`src/rtl/core/ahsr_pkg.sv`:
```
// Shared types, constants and scaling function for the averaged hysteresis step regulator.
package ahsr_pkg;

  localparam int unsigned SAMPLE_W = 10;
  localparam int unsigned LEVEL_W  = 8;
  localparam int unsigned RUN_W    = 16;
  localparam int unsigned CFG_IDX_W  = 1;
  localparam int unsigned CFG_DATA_W = 8;

  // configuration register indexes
  localparam logic [CFG_IDX_W-1:0] CFG_HYSTERESIS    = 1'b0;
  localparam logic [CFG_IDX_W-1:0] CFG_INITIAL_DRIVE = 1'b1;

  localparam logic [LEVEL_W-1:0] HYST_RST  = 8'd10;
  localparam logic [LEVEL_W-1:0] DRIVE_RST = 8'd127;
  localparam logic [LEVEL_W-1:0] DRIVE_MAX = 8'd255;
  localparam logic [LEVEL_W-1:0] DRIVE_MIN = 8'd0;
  localparam logic [RUN_W-1:0]   RUN_MAX   = 16'hFFFF;

  typedef struct packed {
    logic [SAMPLE_W-1:0] feedback_sample;
    logic [SAMPLE_W-1:0] setpoint_sample;
  } ahsr_in_t;

  typedef struct packed {
    logic [LEVEL_W-1:0] drive;
    logic [LEVEL_W-1:0] window_mean;
    logic [RUN_W-1:0]   longest_run;
  } ahsr_out_t;

  // floor(x*255/1023): y = 255x, then floor(y/1023) = (y + (y>>10) + 1) >> 10
  // holds for every y below 1023*1024.
  function automatic logic [LEVEL_W-1:0] scale_sample(input logic [SAMPLE_W-1:0] x);
    logic [17:0] y;
    logic [17:0] t;
    y = {x, 8'b0} - {8'b0, x};
    t = y + {10'b0, y[17:10]} + 18'd1;
    return t[17:10];
  endfunction

endpackage

```
`src/rtl/core/averaged_hysteresis_step_regulator.sv`:
```
// Top level of the averaged hysteresis step regulator.
//
//  channel  | handshake                    | payload
//  ---------+------------------------------+------------------------------------------
//  in       | in_valid_i / in_ready_o      | in_data_i  (feedback_sample, setpoint_sample)
//  out      | out_valid_o / out_ready_i    | out_data_o (drive, window_mean, longest_run)
//  config   | cfg_we_i (no wait)           | cfg_idx_i, cfg_data_i
//
// One item per cycle sustained while out_ready_i holds high; each item goes from accept
// to result valid through window push and setpoint scaling into the input stage, then
// mean, step decision and run tracking into the output register.
// The input stage holds while the output register is full and not read; it empties
// and takes a new item in the same cycle, so input stalls only when both are occupied.
// Reset clears the window, run counters and report counters; drive starts at 127.
// Writing initial_drive loads the drive level at once.
module averaged_hysteresis_step_regulator import ahsr_pkg::*; #(
  parameter int unsigned WINDOW_LEN    = 15,
  parameter int unsigned REPORT_PERIOD = 500,
  parameter int unsigned CLEAR_PERIODS = 100
) (
  input  logic                  clk_i,
  input  logic                  rst_ni,
  input  logic                  in_valid_i,
  output logic                  in_ready_o,
  input  ahsr_in_t              in_data_i,
  output logic                  out_valid_o,
  input  logic                  out_ready_i,
  output ahsr_out_t             out_data_o,
  input  logic                  cfg_we_i,
  input  logic [CFG_IDX_W-1:0]  cfg_idx_i,
  input  logic [CFG_DATA_W-1:0] cfg_data_i
);

  // window sum width and reciprocal for the truncating divide by WINDOW_LEN
  localparam int unsigned LOG_N       = $clog2(WINDOW_LEN);
  localparam int unsigned SUM_W       = LEVEL_W + LOG_N;
  localparam int unsigned RECIP_SHIFT = SUM_W + LOG_N;
  localparam int unsigned RECIP_MULT  = ((1 << RECIP_SHIFT) + WINDOW_LEN - 1) / WINDOW_LEN;
  localparam int unsigned PROD_W      = 2 * SUM_W + 1;
  localparam logic [SUM_W:0] RECIP    = (SUM_W+1)'(RECIP_MULT);

  localparam int unsigned TICK_W = $clog2(REPORT_PERIOD + 1);
  localparam int unsigned PER_W  = $clog2(CLEAR_PERIODS + 1);
  localparam logic [TICK_W-1:0] TICK_END = TICK_W'(REPORT_PERIOD);
  localparam logic [TICK_W-1:0] TICK_ONE = TICK_W'(1);
  localparam logic [PER_W-1:0]  PER_END  = PER_W'(CLEAR_PERIODS);
  localparam logic [PER_W-1:0]  PER_ONE  = PER_W'(1);

  // pipeline control
  logic v1_q, out_valid_q;
  logic r1, r2;
  logic load1, load2;

  assign r2    = !out_valid_q || out_ready_i;
  assign r1    = !v1_q || r2;
  assign load1 = in_valid_i && r1;
  assign load2 = v1_q && r2;

  assign in_ready_o  = r1;
  assign out_valid_o = out_valid_q;

  // input stage: scale and push into the window (window sum is the stage register)
  logic [LEVEL_W-1:0] fb_scaled;
  logic [LEVEL_W-1:0] s1_sp_q;
  logic [SUM_W-1:0]   win_sum;

  assign fb_scaled = scale_sample(in_data_i.feedback_sample);

  ahsr_window #(
    .WINDOW_LEN (WINDOW_LEN),
    .SUM_W      (SUM_W)
  ) u_window (
    .clk_i    (clk_i),
    .rst_ni   (rst_ni),
    .push_i   (load1),
    .sample_i (fb_scaled),
    .sum_o    (win_sum)
  );

  always_ff @(posedge clk_i) begin
    if (load1) begin
      s1_sp_q <= scale_sample(in_data_i.setpoint_sample);
    end
  end

  // mean = sum / WINDOW_LEN by reciprocal multiply
  logic [PROD_W-1:0]  mean_prod;
  logic [LEVEL_W-1:0] win_mean;

  assign mean_prod = PROD_W'(win_sum) * PROD_W'(RECIP);
  assign win_mean  = mean_prod[RECIP_SHIFT +: LEVEL_W];

  // report counters, step decision and run tracking
  logic [LEVEL_W-1:0] hyst_q;
  logic [LEVEL_W-1:0] drive_q, drive_d;
  logic [RUN_W-1:0]   up_run_q, up_run_d;
  logic [RUN_W-1:0]   down_run_q, down_run_d;
  logic [RUN_W-1:0]   run_max_q, run_max_d;
  logic [TICK_W-1:0]  tick_q, tick_d;
  logic [PER_W-1:0]   period_q, period_d;
  logic [RUN_W-1:0]   run_max_base;
  logic [PER_W-1:0]   period_inc;
  logic [LEVEL_W:0]   mean_plus_h;
  logic [LEVEL_W:0]   sp_plus_h;
  logic               step_down, step_up;
  ahsr_out_t          out_q, out_d;

  always_comb begin
    period_inc   = period_q + PER_ONE;
    period_d     = period_q;
    run_max_base = run_max_q;
    tick_d       = tick_q + TICK_ONE;
    if (tick_q == TICK_END) begin
      tick_d = TICK_ONE;
      if (period_inc == PER_END) begin
        period_d     = '0;
        run_max_base = '0;
      end else begin
        period_d = period_inc;
      end
    end

    // mean < sp - h  <=>  mean + h < sp ;  mean > sp + h, all unsigned
    mean_plus_h = {1'b0, win_mean} + {1'b0, hyst_q};
    sp_plus_h   = {1'b0, s1_sp_q} + {1'b0, hyst_q};
    step_down   = (mean_plus_h < {1'b0, s1_sp_q}) && (drive_q != DRIVE_MIN);
    step_up     = !step_down && ({1'b0, win_mean} > sp_plus_h) && (drive_q != DRIVE_MAX);

    drive_d    = drive_q;
    up_run_d   = up_run_q;
    down_run_d = down_run_q;
    run_max_d  = run_max_base;
    if (step_down) begin
      if (up_run_q > run_max_base) begin
        run_max_d = up_run_q;
      end
      drive_d    = drive_q - 8'd1;
      down_run_d = (down_run_q == RUN_MAX) ? down_run_q : down_run_q + 16'd1;
      up_run_d   = '0;
    end else if (step_up) begin
      if (down_run_q > run_max_base) begin
        run_max_d = down_run_q;
      end
      drive_d    = drive_q + 8'd1;
      up_run_d   = (up_run_q == RUN_MAX) ? up_run_q : up_run_q + 16'd1;
      down_run_d = '0;
    end

    out_d.drive       = drive_d;
    out_d.window_mean = win_mean;
    out_d.longest_run = run_max_d;
  end

  always_ff @(posedge clk_i or negedge rst_ni) begin
    if (!rst_ni) begin
      v1_q        <= 1'b0;
      out_valid_q <= 1'b0;
      hyst_q      <= HYST_RST;
      drive_q     <= DRIVE_RST;
      up_run_q    <= '0;
      down_run_q  <= '0;
      run_max_q   <= '0;
      tick_q      <= '0;
      period_q    <= '0;
    end else begin
      if (load1) begin
        v1_q <= 1'b1;
      end else if (load2) begin
        v1_q <= 1'b0;
      end
      if (load2) begin
        out_valid_q <= 1'b1;
      end else if (out_ready_i) begin
        out_valid_q <= 1'b0;
      end

      if (load2) begin
        drive_q    <= drive_d;
        up_run_q   <= up_run_d;
        down_run_q <= down_run_d;
        run_max_q  <= run_max_d;
        tick_q     <= tick_d;
        period_q   <= period_d;
      end

      // config writes must arrive only while idle; the block itself does not enforce it
      if (cfg_we_i) begin
        case (cfg_idx_i)
          CFG_HYSTERESIS:    hyst_q  <= cfg_data_i;
          CFG_INITIAL_DRIVE: drive_q <= cfg_data_i;
          default: ;
        endcase
      end
    end
  end

  always_ff @(posedge clk_i) begin
    if (load2) begin
      out_q <= out_d;
    end
  end

  assign out_data_o = out_q;

  a_drive_step: assert property (@(posedge clk_i) disable iff (!rst_ni)
    load2 |=> (drive_q == $past(drive_q)) || (drive_q == $past(drive_q) + 8'd1) ||
              (drive_q == $past(drive_q) - 8'd1))
    else $error("drive moved by more than one step");

  a_runs_exclusive: assert property (@(posedge clk_i) disable iff (!rst_ni)
    !((up_run_q != '0) && (down_run_q != '0)))
    else $error("up and down runs both active");

  a_tick_range: assert property (@(posedge clk_i) disable iff (!rst_ni)
    tick_q <= TICK_END)
    else $error("tick counter past report period");

  a_ready_when_empty: assert property (@(posedge clk_i) disable iff (!rst_ni)
    !v1_q |-> in_ready_o)
    else $error("input stalled with empty first stage");

endmodule

```
`src/rtl/core/ahsr_window.sv`:
```
// Sliding window of scaled feedback samples with a running sum.
module ahsr_window import ahsr_pkg::*; #(
  parameter int unsigned WINDOW_LEN = 15,
  parameter int unsigned SUM_W      = 12
) (
  input  logic               clk_i,
  input  logic               rst_ni,
  input  logic               push_i,
  input  logic [LEVEL_W-1:0] sample_i,
  output logic [SUM_W-1:0]   sum_o
);

  logic [LEVEL_W-1:0] win_q [WINDOW_LEN];
  logic [SUM_W-1:0]   sum_q;
  logic [SUM_W-1:0]   sum_d;

  // modular arithmetic; the final value is always in range
  assign sum_d = sum_q + SUM_W'(sample_i) - SUM_W'(win_q[WINDOW_LEN-1]);
  assign sum_o = sum_q;

  always_ff @(posedge clk_i or negedge rst_ni) begin
    if (!rst_ni) begin
      for (int k = 0; k < WINDOW_LEN; k++) begin
        win_q[k] <= '0;
      end
      sum_q <= '0;
    end else if (push_i) begin
      win_q[0] <= sample_i;
      for (int k = 1; k < WINDOW_LEN; k++) begin
        win_q[k] <= win_q[k-1];
      end
      sum_q <= sum_d;
    end
  end

  localparam logic [SUM_W:0] SUM_LIMIT = (SUM_W+1)'(255 * WINDOW_LEN);

  a_sum_range: assert property (@(posedge clk_i) disable iff (!rst_ni)
    {1'b0, sum_q} <= SUM_LIMIT)
    else $error("window sum out of range");

endmodule
```
`config.mk`:
```
export PLATFORM = sky130hd
export DESIGN_NAME = averaged_hysteresis_step_regulator
export DESIGN_NICKNAME = d
export VERILOG_FILES = /design/src/rtl/core/ahsr_pkg.sv /design/src/rtl/core/averaged_hysteresis_step_regulator.sv /design/src/rtl/core/ahsr_window.sv
export SDC_FILE = /design/constraint.sdc
export NUM_CORES = 1
export LEC_CHECK = 0
export BUFFER_PORTS_ARGS = -buffer_cell sky130_fd_sc_hd__buf_2
export CAP_MARGIN = 20
export CORE_MARGIN = 4
export CORE_UTILIZATION = 50
export CTS_BUF_LIST = sky130_fd_sc_hd__clkbuf_8
export DETAILED_ROUTE_END_ITERATION = 7
export GPL_TIMING_DRIVEN = 0
export PLACE_DENSITY = 0.73
export SYNTH_ARGS = -nofsm -noshare
export SYNTH_HDL_FRONTEND = slang
export SYNTH_SLANG_ARGS = --single-unit
```
`constraint.sdc`:
```
create_clock -name clk_i -period 17.2 [get_ports clk_i]
set_input_delay 2.58 -clock clk_i [delete_from_list [all_inputs] [get_ports clk_i]]
set_output_delay 2.58 -clock clk_i [all_outputs]
set_load 0.02 [all_outputs]
```
# [Word level (Yosys, flattened, before mapping)]
# Cells that the tools add are included.
# Widths: inputs -> output; s select.
[word_totals] ff_bits=254 in_bits=34 out_inout_bits=34 wordCells=99
[op_classes] addsub=16 mul=1 n_lt_le_gt_ge=4 n_eq_ne=7 mux=23 bitwise_logic=1 reduce_logical=18
[op_table] cell="$mux 16" count=12
[op_table] cell="$mux 8" count=5
[op_table] cell="$add 18x1->18 const B" count=2
[op_table] cell="$add 18x8->18" count=2
[op_table] cell="$sub 18x10->18" count=2
[op_table] cell="$add 16x1->16 const B" count=2
[op_table] cell="$eq 16x16->1 const B" count=2
[op_table] cell="$gt 16x16->1" count=2
[op_table] cell="$mul 12x12->23 const B" count=1
[op_table] cell="$add 8x8->9" count=2
[op_table] cell="$add 12x8->12" count=1
[op_table] cell="$sub 12x8->12" count=1
[op_table] cell="$add 9x1->9 const B" count=1
[op_table] cell="$eq 9x9->1 const B" count=1
[op_table] cell="$gt 8x9->1" count=1
[op_table] cell="$lt 9x8->1" count=1
[op_table] cell="$mux 9" count=1
[op_table] cell="$add 8x1->8 const B" count=1
[op_table] cell="$ne 8x8->1 const B" count=1
[op_table] cell="$reduce_bool 8->1" count=1
[op_table] cell="$sub 8x1->8 const B" count=1
[op_table] cell="$add 7x1->7 const B" count=1
[op_table] cell="$eq 7x7->1 const B" count=1
[op_table] cell="$mux 7" count=1
[op_table] cell="other kinds (9)" count=24

# [Logic depth before layout (Yosys ltp)]
# Gate-level depths: netlist (run 1).
[logic_depth] ltp_word=12 mapped_depth=31 depth_no_buf=28

# [Cells and area by module]
# A second synthesis (run 1) with hierarchy kept.
[hier_totals] cells_unflattened=1489 area_unflattened_um2=15959.1
[by_module_without_submodules] module="averaged_hysteresis_step_regulator" n_inst=1 cells_each=1091 area_each_um2=10277.4 seq_area_each_um2=3264.4
[by_module_without_submodules] module="ahsr_window" n_inst=1 cells_each=398 area_each_um2=5681.7 seq_area_each_um2=3303.2

# [Least setup slack after synthesis (run 1)]
# Ideal clock, no wire load.
[synth_path] path_kind="input -> register" from="input in_data_i[19] (netlist bit)" to="register u_window.sum_q[10] (netlist: u_window.sum_o[10])" setup_ns=0.120 arrival_time_ns=7.621 required_time_ns=17.080 path_slack_ns=9.458 path_stages=25 path_buffers=2 path_cell_list="inv_1 ha_1 buf_2 a21o_1 nor3_1 a31oi_1 a31oi_1 ha_1 a21oi_1 o21bai_1 a2111oi_1 nor2_1 and4b_1 buf_2 o21ba_2 fa_1 ha_1 nor2b_1 o21a_1 o21ai_0 a21oi_1 o211ai_1 a21boi_0 or3_1 a31o_2"
[synth_between] elab_chain_cells=5
[synth_lines] item="from (decl)" line="averaged_hysteresis_step_regulator.sv:25" source="input ahsr_in_t in_data_i,"
[synth_lines] item="$sub 18x10->18" line="ahsr_pkg.sv:36" source="y = {x, 8'b0} - {8'b0, x};"
[synth_lines] item="$add 18x8->18" line="ahsr_pkg.sv:37" source="t = y + {10'b0, y[17:10]} + 18'd1;"
[synth_lines] item="$add 18x1->18" line="ahsr_pkg.sv:37"
[synth_lines] item="via fb_scaled[2]" line="averaged_hysteresis_step_regulator.sv:63" source="logic [LEVEL_W-1:0] fb_scaled;"
[synth_lines] item="$add 12x8->12" line="ahsr_window.sv:18" source="assign sum_d = sum_q + SUM_W'(sample_i) - SUM_W'(win_q[WINDOW_LEN-1]);"
[synth_lines] item="$sub 12x8->12" line="ahsr_window.sv:18"
[synth_lines] item="to (signal assigned)" line="ahsr_window.sv:32" source="sum_q <= sum_d;"
[synth_lines] item="to (decl)" line="ahsr_window.sv:14" source="logic [SUM_W-1:0] sum_q;"
# The timed path passes the listed nets, and every way through them passes these cells.
# A chain may end at the register's enable or synchronous reset.

# [Worst setup path in the final report (run 1)]
[layout_path] from="input in_data_i[11] (netlist bit)" to="register u_window.sum_q[10] (netlist: u_window.sum_o[10])"
# The elaborated chain is that of the path after synthesis.

==> results of run 1 <==
[state kept, by name, indices dropped and copies added, names as in the netlist, 9 cells and up]
name and flops:
down_run_q 16, out_data_o 32, run_max_q 16, tick_q 9, u_window.sum_o 12, u_window.win_q 120, up_run_q 16
[stage by stage]
stage	total power [mW]	instance area (um^2)	hold WS, ns
floorplan	2.554	15870	0.4348
global placement	3.042	16680	0.4472
detailed placement	3.121	16730	0.4489
CTS	3.711	17620	0.4613
global route	4.049	17620	0.4897
finish	3.698	17620	0.4623
[routing by layer]
metal  global-route usage [%]  vias up
li1                         -     6156
met1                    27.33     6070
met2                    34.33      320
met3                    3.364       75
met4                    6.558        0
met5                        0        -
[how the worst max path moves through the flow]
stage	end	depth (start not counted)
2_1_floorplan	u_window.sum_o[10]	25
3_3_place_gp	u_window.sum_o[10]	25
3_5_place_dp	u_window.sum_o[10]	25
4_1_cts	out_data_o[24]	24
5_1_grt	out_data_o[11]	23
6_report	u_window.sum_o[10]	25
[worst max-delay path, stage by stage]
cell,delay (ns)
buf_2,0.13
ha_1,0.29
buf_2,0.17
a21o_1,0.20
nor3_1,0.33
a31oi_1,0.14
a31oi_1,0.38
ha_1,0.33
a21oi_1,0.20
o21bai_1,0.10
a2111oi_1,0.47
nor2_1,0.07
and4b_1,0.17
buf_2,0.16
o21ba_2,0.28
fa_1,0.42
ha_1,0.35
nor2b_1,0.15
o21a_1,0.18
o21ai_0,0.23
a21oi_1,0.16
o211ai_1,0.19
a21boi_0,0.14
or3_1,0.32
a31o_2,0.24
[cell type report]
type	count	area, um^2	share of cell area [%]
Buffer	63	295.3	1.676
Clock buffer	51	701.9	3.984
Clock inverter	27	182.7	1.037
Inverter	66	247.7	1.406
Multi-Input combinational cell	1320	8761	49.72
Sequential cell	254	6568	37.27
Tap cell	396	495.5	2.812
Timing Repair Buffer	64	367.9	2.088
[layout by cell type (no fill, tap or decap), types with 39 or more instances in the layout]
cell      instances
dfrtp_1         205
o21ai_0          86
nor2_1           74
inv_1            78
nand2_1         432
a21o_1           45
ha_1            165
buf_2            75
a21oi_1          48
xnor2_1          50
clkbuf_8         51
clkbuf_1         39
edfxtp_1         40
[report_power, final]
group          internal, mW  switching (mW)
sequential            0.783           0.107
combinational         0.906            1.35
clock                 0.303           0.250
[kinds of logic after synthesis]
family | count (synthesis) | synth area share, %
XOR/XNOR | 82 | 4.525
flip-flops | 254 | 41.38
AND/OR/NAND/NOR | 699 | 19.70
AO/OA/AOI/OAI | 322 | 13.49
multiplexers | 35 | 2.334
adder cells (fa/ha/maj) | 182 | 15.15
buffers and inverters | 129 | 3.414
==> flow_summary.yaml, run 1 <==
run_status:
  outcome: "complete, no violations"
yosys:
  synth_edf_count: 40
  yosys.cell_types.count: 81
  synth_area_mm2: 0.01587
  synthTopCellsByCount: "nand2_1 (432), dfrtp_1 (205), ha_1 (165)"
  yosys-top-cells-area: "dfrtp_1 (32%), ha_1 (13%), nand2_1 (10%), edfxtp_1 (7.6%), xnor2_1 (2.8%)"
  syn_area_per_cell_um2: 9.319
  dominantRegCellSynth: "dfrtp_1"
  ys_seq_area_share_pct: 41.38
  synth_fp_nets: 1919
  synth_most_common_cell: "nand2_1"
  synth_area_leader_cell: "dfrtp_1"
  yosys_warnings: 0
  syn_inst: 1703
  synthArstFlopShare_pct: 84.25
  synth-seq-cells: 254
  synth_top_area_share_pct: 32.32
sta:
  fmax_mhz: 125.7
  fin_crit_sh_pct: 46.25
  skew_ns: 0.02000
  rsz0062_at_grt: "no"
  finalSetupTns_ns: 0
  tightest_slew_ns: 0.9549
  relSlewSlack_pct: 36.34
  hold_violations: 0
  setup_viol: 0
  fin_ws_ns: 9.245
  slew_viol_final: 0
  period_needed_ns: 7.955
critical_path:
  crit_arrival_ns: 8.39
  crit_path_max_fanout: 8
  required_ns: 17.64
  crit_start: "in_data_i[11]"
  critPathLaunchType: "primary input"
  r2r-start: "u_window.sum_o[4]"
  crit_type: "in -> reg"
  r2r_end: "out_data_o[24]"
  reg2reg_slack_ns: 9.24
  reg2regPathDepth: 24
  worst_setup_path_end_kind: "flop"
route:
  num_vias: 12621
  first_pass_iters: 5
  wl_met1_um: 15550
  drt_iter0_drc: 770
  postRouteAntennaNets: 0
  dr_wl_met3_um: 1781
  vias_per_cell: 5.632
  drc: 0
  drt-wirelength-per-cell_um: 15.57
  routed_wirelength_um: 34890
  highest_layer: "met4"
  dr_wl_met2_um: 16500
cts:
  numCtsBuffers: 43
  post_cts_resized: 0
  h-tree-depth: 2
  root_buffer: "clkbuf_8"
  cts_tree: "yes"
  cts_setup_buffers: 0
  cts.sinks: 254
  hold_buffers: 0
  insertion_delay_ns: 0.56
  cts.path.max_buffers: 3
  clkTransAtPathRegs_ns: 0.07
floorplan:
  chipHeight_um: 186.2
  initial_core_util_pct: 51.21
  io_pins: 68
  die_w_um: 186.2
  dieArea_mm2: 0.03466
  fp.coreArea_mm2: 0.03099
  row_count: 64
placement:
  dp_hpwl_um: 25560
  numPortBuffers: 62
  gp_congestion: 0.8968
  dpl_worst_slack_ns: 8.748
  dp.cells: 2163
finish:
  nets: 2028
  finalNonFillerCells: 2241
  nFillCells: 2705
  layout-drive-gt1-share_pct: 10.84
  area_growth_pct: 11.02
  utilization_pct: 56.86
  antenna_cells: 0
flow_run:
  maxCapViolations: 0
global_routing:
  antenna_found_initial: 0
  grt.overflow.total: 0
  grt_pass1_wl_um: 59110
  grt_usage_pct: 20.46
  grt_pass1_vias: 12463
  grt_max_degree: 129
hold_path:
  worstHoldStart: "u_window.win_q[56]"
  hold_path.class: "reg -> reg"
  whs_endpoint: "u_window.win_q[48]"
  holdPathStages: 2
pwr:
  ir_worst_vdd_v: 0.0001691
  powerDensity_mw_per_mm2: 209.9
  p_leak_nw: 8.714
No activity file was read; power rests on OpenSTA's default activity.
==> inputs of run 2 (changes only) <==
--- a/config.mk
+++ b/config.mk
@@ -5,6 +5,7 @@
 export SDC_FILE = /design/constraint.sdc
 export NUM_CORES = 1
 export LEC_CHECK = 0
+export ABC_AREA = 1
 export BUFFER_PORTS_ARGS = -buffer_cell sky130_fd_sc_hd__buf_2
 export CAP_MARGIN = 20
 export CORE_MARGIN = 4
@@ -12,7 +13,7 @@
 export CTS_BUF_LIST = sky130_fd_sc_hd__clkbuf_8
 export DETAILED_ROUTE_END_ITERATION = 7
 export GPL_TIMING_DRIVEN = 0
-export PLACE_DENSITY = 0.73
+export PLACE_DENSITY = 0.75
 export SYNTH_ARGS = -nofsm -noshare
 export SYNTH_HDL_FRONTEND = slang
 export SYNTH_SLANG_ARGS = --single-unit
==> constraint.sdc (replaced) <==
create_clock -name clk_i -period 7 [get_ports clk_i]
set_input_delay 1.05 -clock clk_i [delete_from_list [all_inputs] [get_ports clk_i]]
set_output_delay 1.05 -clock clk_i [all_outputs]
set_load 0.02 [all_outputs]
==> run 2 against run 1 <==
  * Synthesized area is 8.7% higher
  * Highest routed layer unchanged
  * Critical path type is now reg -> reg
  * Worst setup slack lost 8.7 ns
  * Cell count grew 26%
  * Critical path depth is 10 higher
  * Critical endpoint is now out_data_o[10]
==> flow_summary.yaml, run 2 <==
finish:
  area_growth_pct: 10.45
  layout_common_cells: "nand2_1 (803), inv_1 (225), dfrtp_1 (205), ha_1 (165), nand3_1 (128)"
  fin_area_mm2: 0.01906
  final_common_cell: "nand2_1"
  seq_area_mm2: 0.006568
  finalNonFillerCells: 2816
  largest_reg_flops: 120
  multi_input_area_mm2: 0.009567
  layout-drive-gt1-share_pct: 9.882
  antenna_cells: 0
  nets: 2549
  nFillCells: 3066
  regMostFlops: "u_window.win_q"
critical_path:
  crit_arrival_ns: 6.76
  crit_family: "adder cells"
  crit_top_cell: "nand2_1"
  critPathLaunchType: "flop"
  worst_setup_path_end_kind: "flop"
  crit_buf_inv: 4
  crit_path_max_fanout: 10
  crit_type: "reg -> reg"
  reg2reg_slack_ns: 0.54
  required_ns: 7.29
  max_stage_delay_ns: 0.51
  cpMaxStageDelayCell: "fa_1"
yosys:
  synth-seq-cells: 254
  synth_fp_nets: 2435
  synth_top_family_by_area: "simple AND/OR/NAND/NOR gates"
  synth_compound_area_share_pct: 8.253
  synth_edf_count: 40
  yosys.area_share.xor_xnor_pct: 4.402
  synth_top_area_share_pct: 29.73
  yosys.area_share.simple_pct: 28.42
  yosys-top-cells-area: "dfrtp_1 (30%), nand2_1 (17%), ha_1 (12%), edfxtp_1 (7.0%), inv_1 (4.4%)"
  synth_area_mm2: 0.01725
  synth_fa_ha_area_share_pct: 13.94
  synth_area_leader_cell: "dfrtp_1"
  muxShareOfSynthArea_pct: 0.3916
  yosys.cell_types.count: 55
  synth_most_common_cell: "nand2_1"
  synthTopCellsByCount: "nand2_1 (803), dfrtp_1 (205), inv_1 (204)"
  dominantRegCellSynth: "dfrtp_1"
  yosys_warnings: 0
  ys_seq_area_share_pct: 38.07
  syn_area_per_cell_um2: 7.775
  syn_inst: 2219
  synthArstFlopShare_pct: 84.25
sta:
  fin_crit_sh_pct: 92.35
  period_needed_ns: 6.464
  tightest_slew_ns: 0.9224
  rsz0062_at_grt: "no"
  slew_viol_final: 0
  hold_violations: 0
  skew_ns: 0.03873
  relSlewSlack_pct: 38.51
  finalSetupTns_ns: 0
  fmax_mhz: 154.7
  setup_viol: 0
floorplan:
  dieArea_mm2: 0.03754
  die_w_um: 193.8
  chipHeight_um: 193.8
  row_count: 67
  fp.coreArea_mm2: 0.03378
  io_pins: 68
  initial_core_util_pct: 51.07
global_routing:
  grt_max_degree: 126
  grt_pass1_wl_um: 69400
  antenna_found_initial: 0
  grt_usage_pct: 21.38
  grt_pass1_vias: 14742
  grt.overflow.total: 0
route:
  drc: 0
  drt-wirelength-per-cell_um: 14.20
  vias_per_cell: 5.297
  drt_iter0_drc: 867
  first_pass_iters: 5
  routed_wirelength_um: 40000
  num_vias: 14915
  postRouteAntennaNets: 0
cts:
  root_buffer: "clkbuf_8"
  numCtsBuffers: 44
  h-tree-depth: 2
  insertion_delay_ns: 0.58
  cts.sinks: 254
  cts.path.max_buffers: 3
  clkTransAtPathRegs_ns: 0.06
  cts_tree: "yes"
placement:
  placed_area_mm2: 0.01819
  gp_congestion: 0.9591
  numPortBuffers: 67
  dp.cells: 2735
  dp_hpwl_um: 30420
hold_path:
  hold_path.class: "reg -> reg"
flow_run:
  maxCapViolations: 0
run_status:
  outcome: "complete, no violations"
==> run 2: cell types whose count changed in the layout (fill, tap and decap cells not counted), sizes merged, moves of 41 or more <==
cell,previous run,this run
nand3,36,133
inv,81,247
a21oi,49,94
nand2,432,829
a21o,45,4
==> run 2: path summary, 6_finish.rpt <==
path,start,to,cells past startpoint
setup reg to reg,u_window.sum_o[7],out_data_o[10],35
max in group asynchronous,rst_ni,u_window.win_q[85],2
setup / recovery,u_window.sum_o[7],out_data_o[10],35
hold reg to reg,u_window.win_q[94],u_window.win_q[86],2
min in group asynchronous,rst_ni,drive_q[7],1
hold / removal,u_window.win_q[94],u_window.win_q[86],2
==> run 2: repair_timing <==
item,4_1_cts,5_1_grt
buffers inserted,0,0
setup endpoints to repair,0,1
hold buffers,0,0
gates resized for setup,0,1
==> run 2: routing by layer <==
layer | vias to the layer above | track usage [%] | wire [um]
li1 | 7458 | - | -
met1 | 7039 | 28.38 | 18020
met2 | 340 | 36.47 | 19030
met3 | 78 | 2.676 | 1785
met4 | 0 | 7.160 | 1163
met5 | - | 0 | 0
==> run 2: per-stage QoR <==
step,hold slack (ns),utilization [%],worst slack (ns)
global route,0.4989,56.41,0.02622
global placement,0.4503,53.72,0.6741
finish,0.4661,56.41,0.5358
detailed placement,0.4558,53.83,0.5738
CTS,0.4717,56.38,0.5459
floorplan,0.4340,-,1.409
==> run 2: cell families after synthesis <==
family / Yosys count
AND/OR/NAND/NOR: 1154
buffers and inverters: 282
AO/OA/AOI/OAI: 259
flip-flops: 254
adder cells (fa/ha/maj): 182
XOR/XNOR: 82
multiplexers: 6
==> run 2: final cells by class <==
class,instances,area share [%]
Sequential cell,254,34.46
Inverter,226,4.465
Clock inverter,31,0.9127
Clock buffer,50,3.611
Tap cell,448,2.942
Timing Repair Buffer,68,1.957
Buffer,56,1.445
Multi-Input combinational cell,1683,50.20
==> run 2: worst reg2reg max path: cells and delay by family, from the launching register on <==
family	cells	cell delay [ns]
AND/OR/NAND/NOR	15	1.50
adder cells (fa/ha/maj)	7	2.31
AO/OA/AOI/OAI	7	1.20
flip-flops	1	0.48
XOR/XNOR	2	0.28
buffers and inverters	4	0.41
Power of run 2 is not shown: default switching activity piles up to over one toggle a cycle in this logic, so the estimate is an artifact.
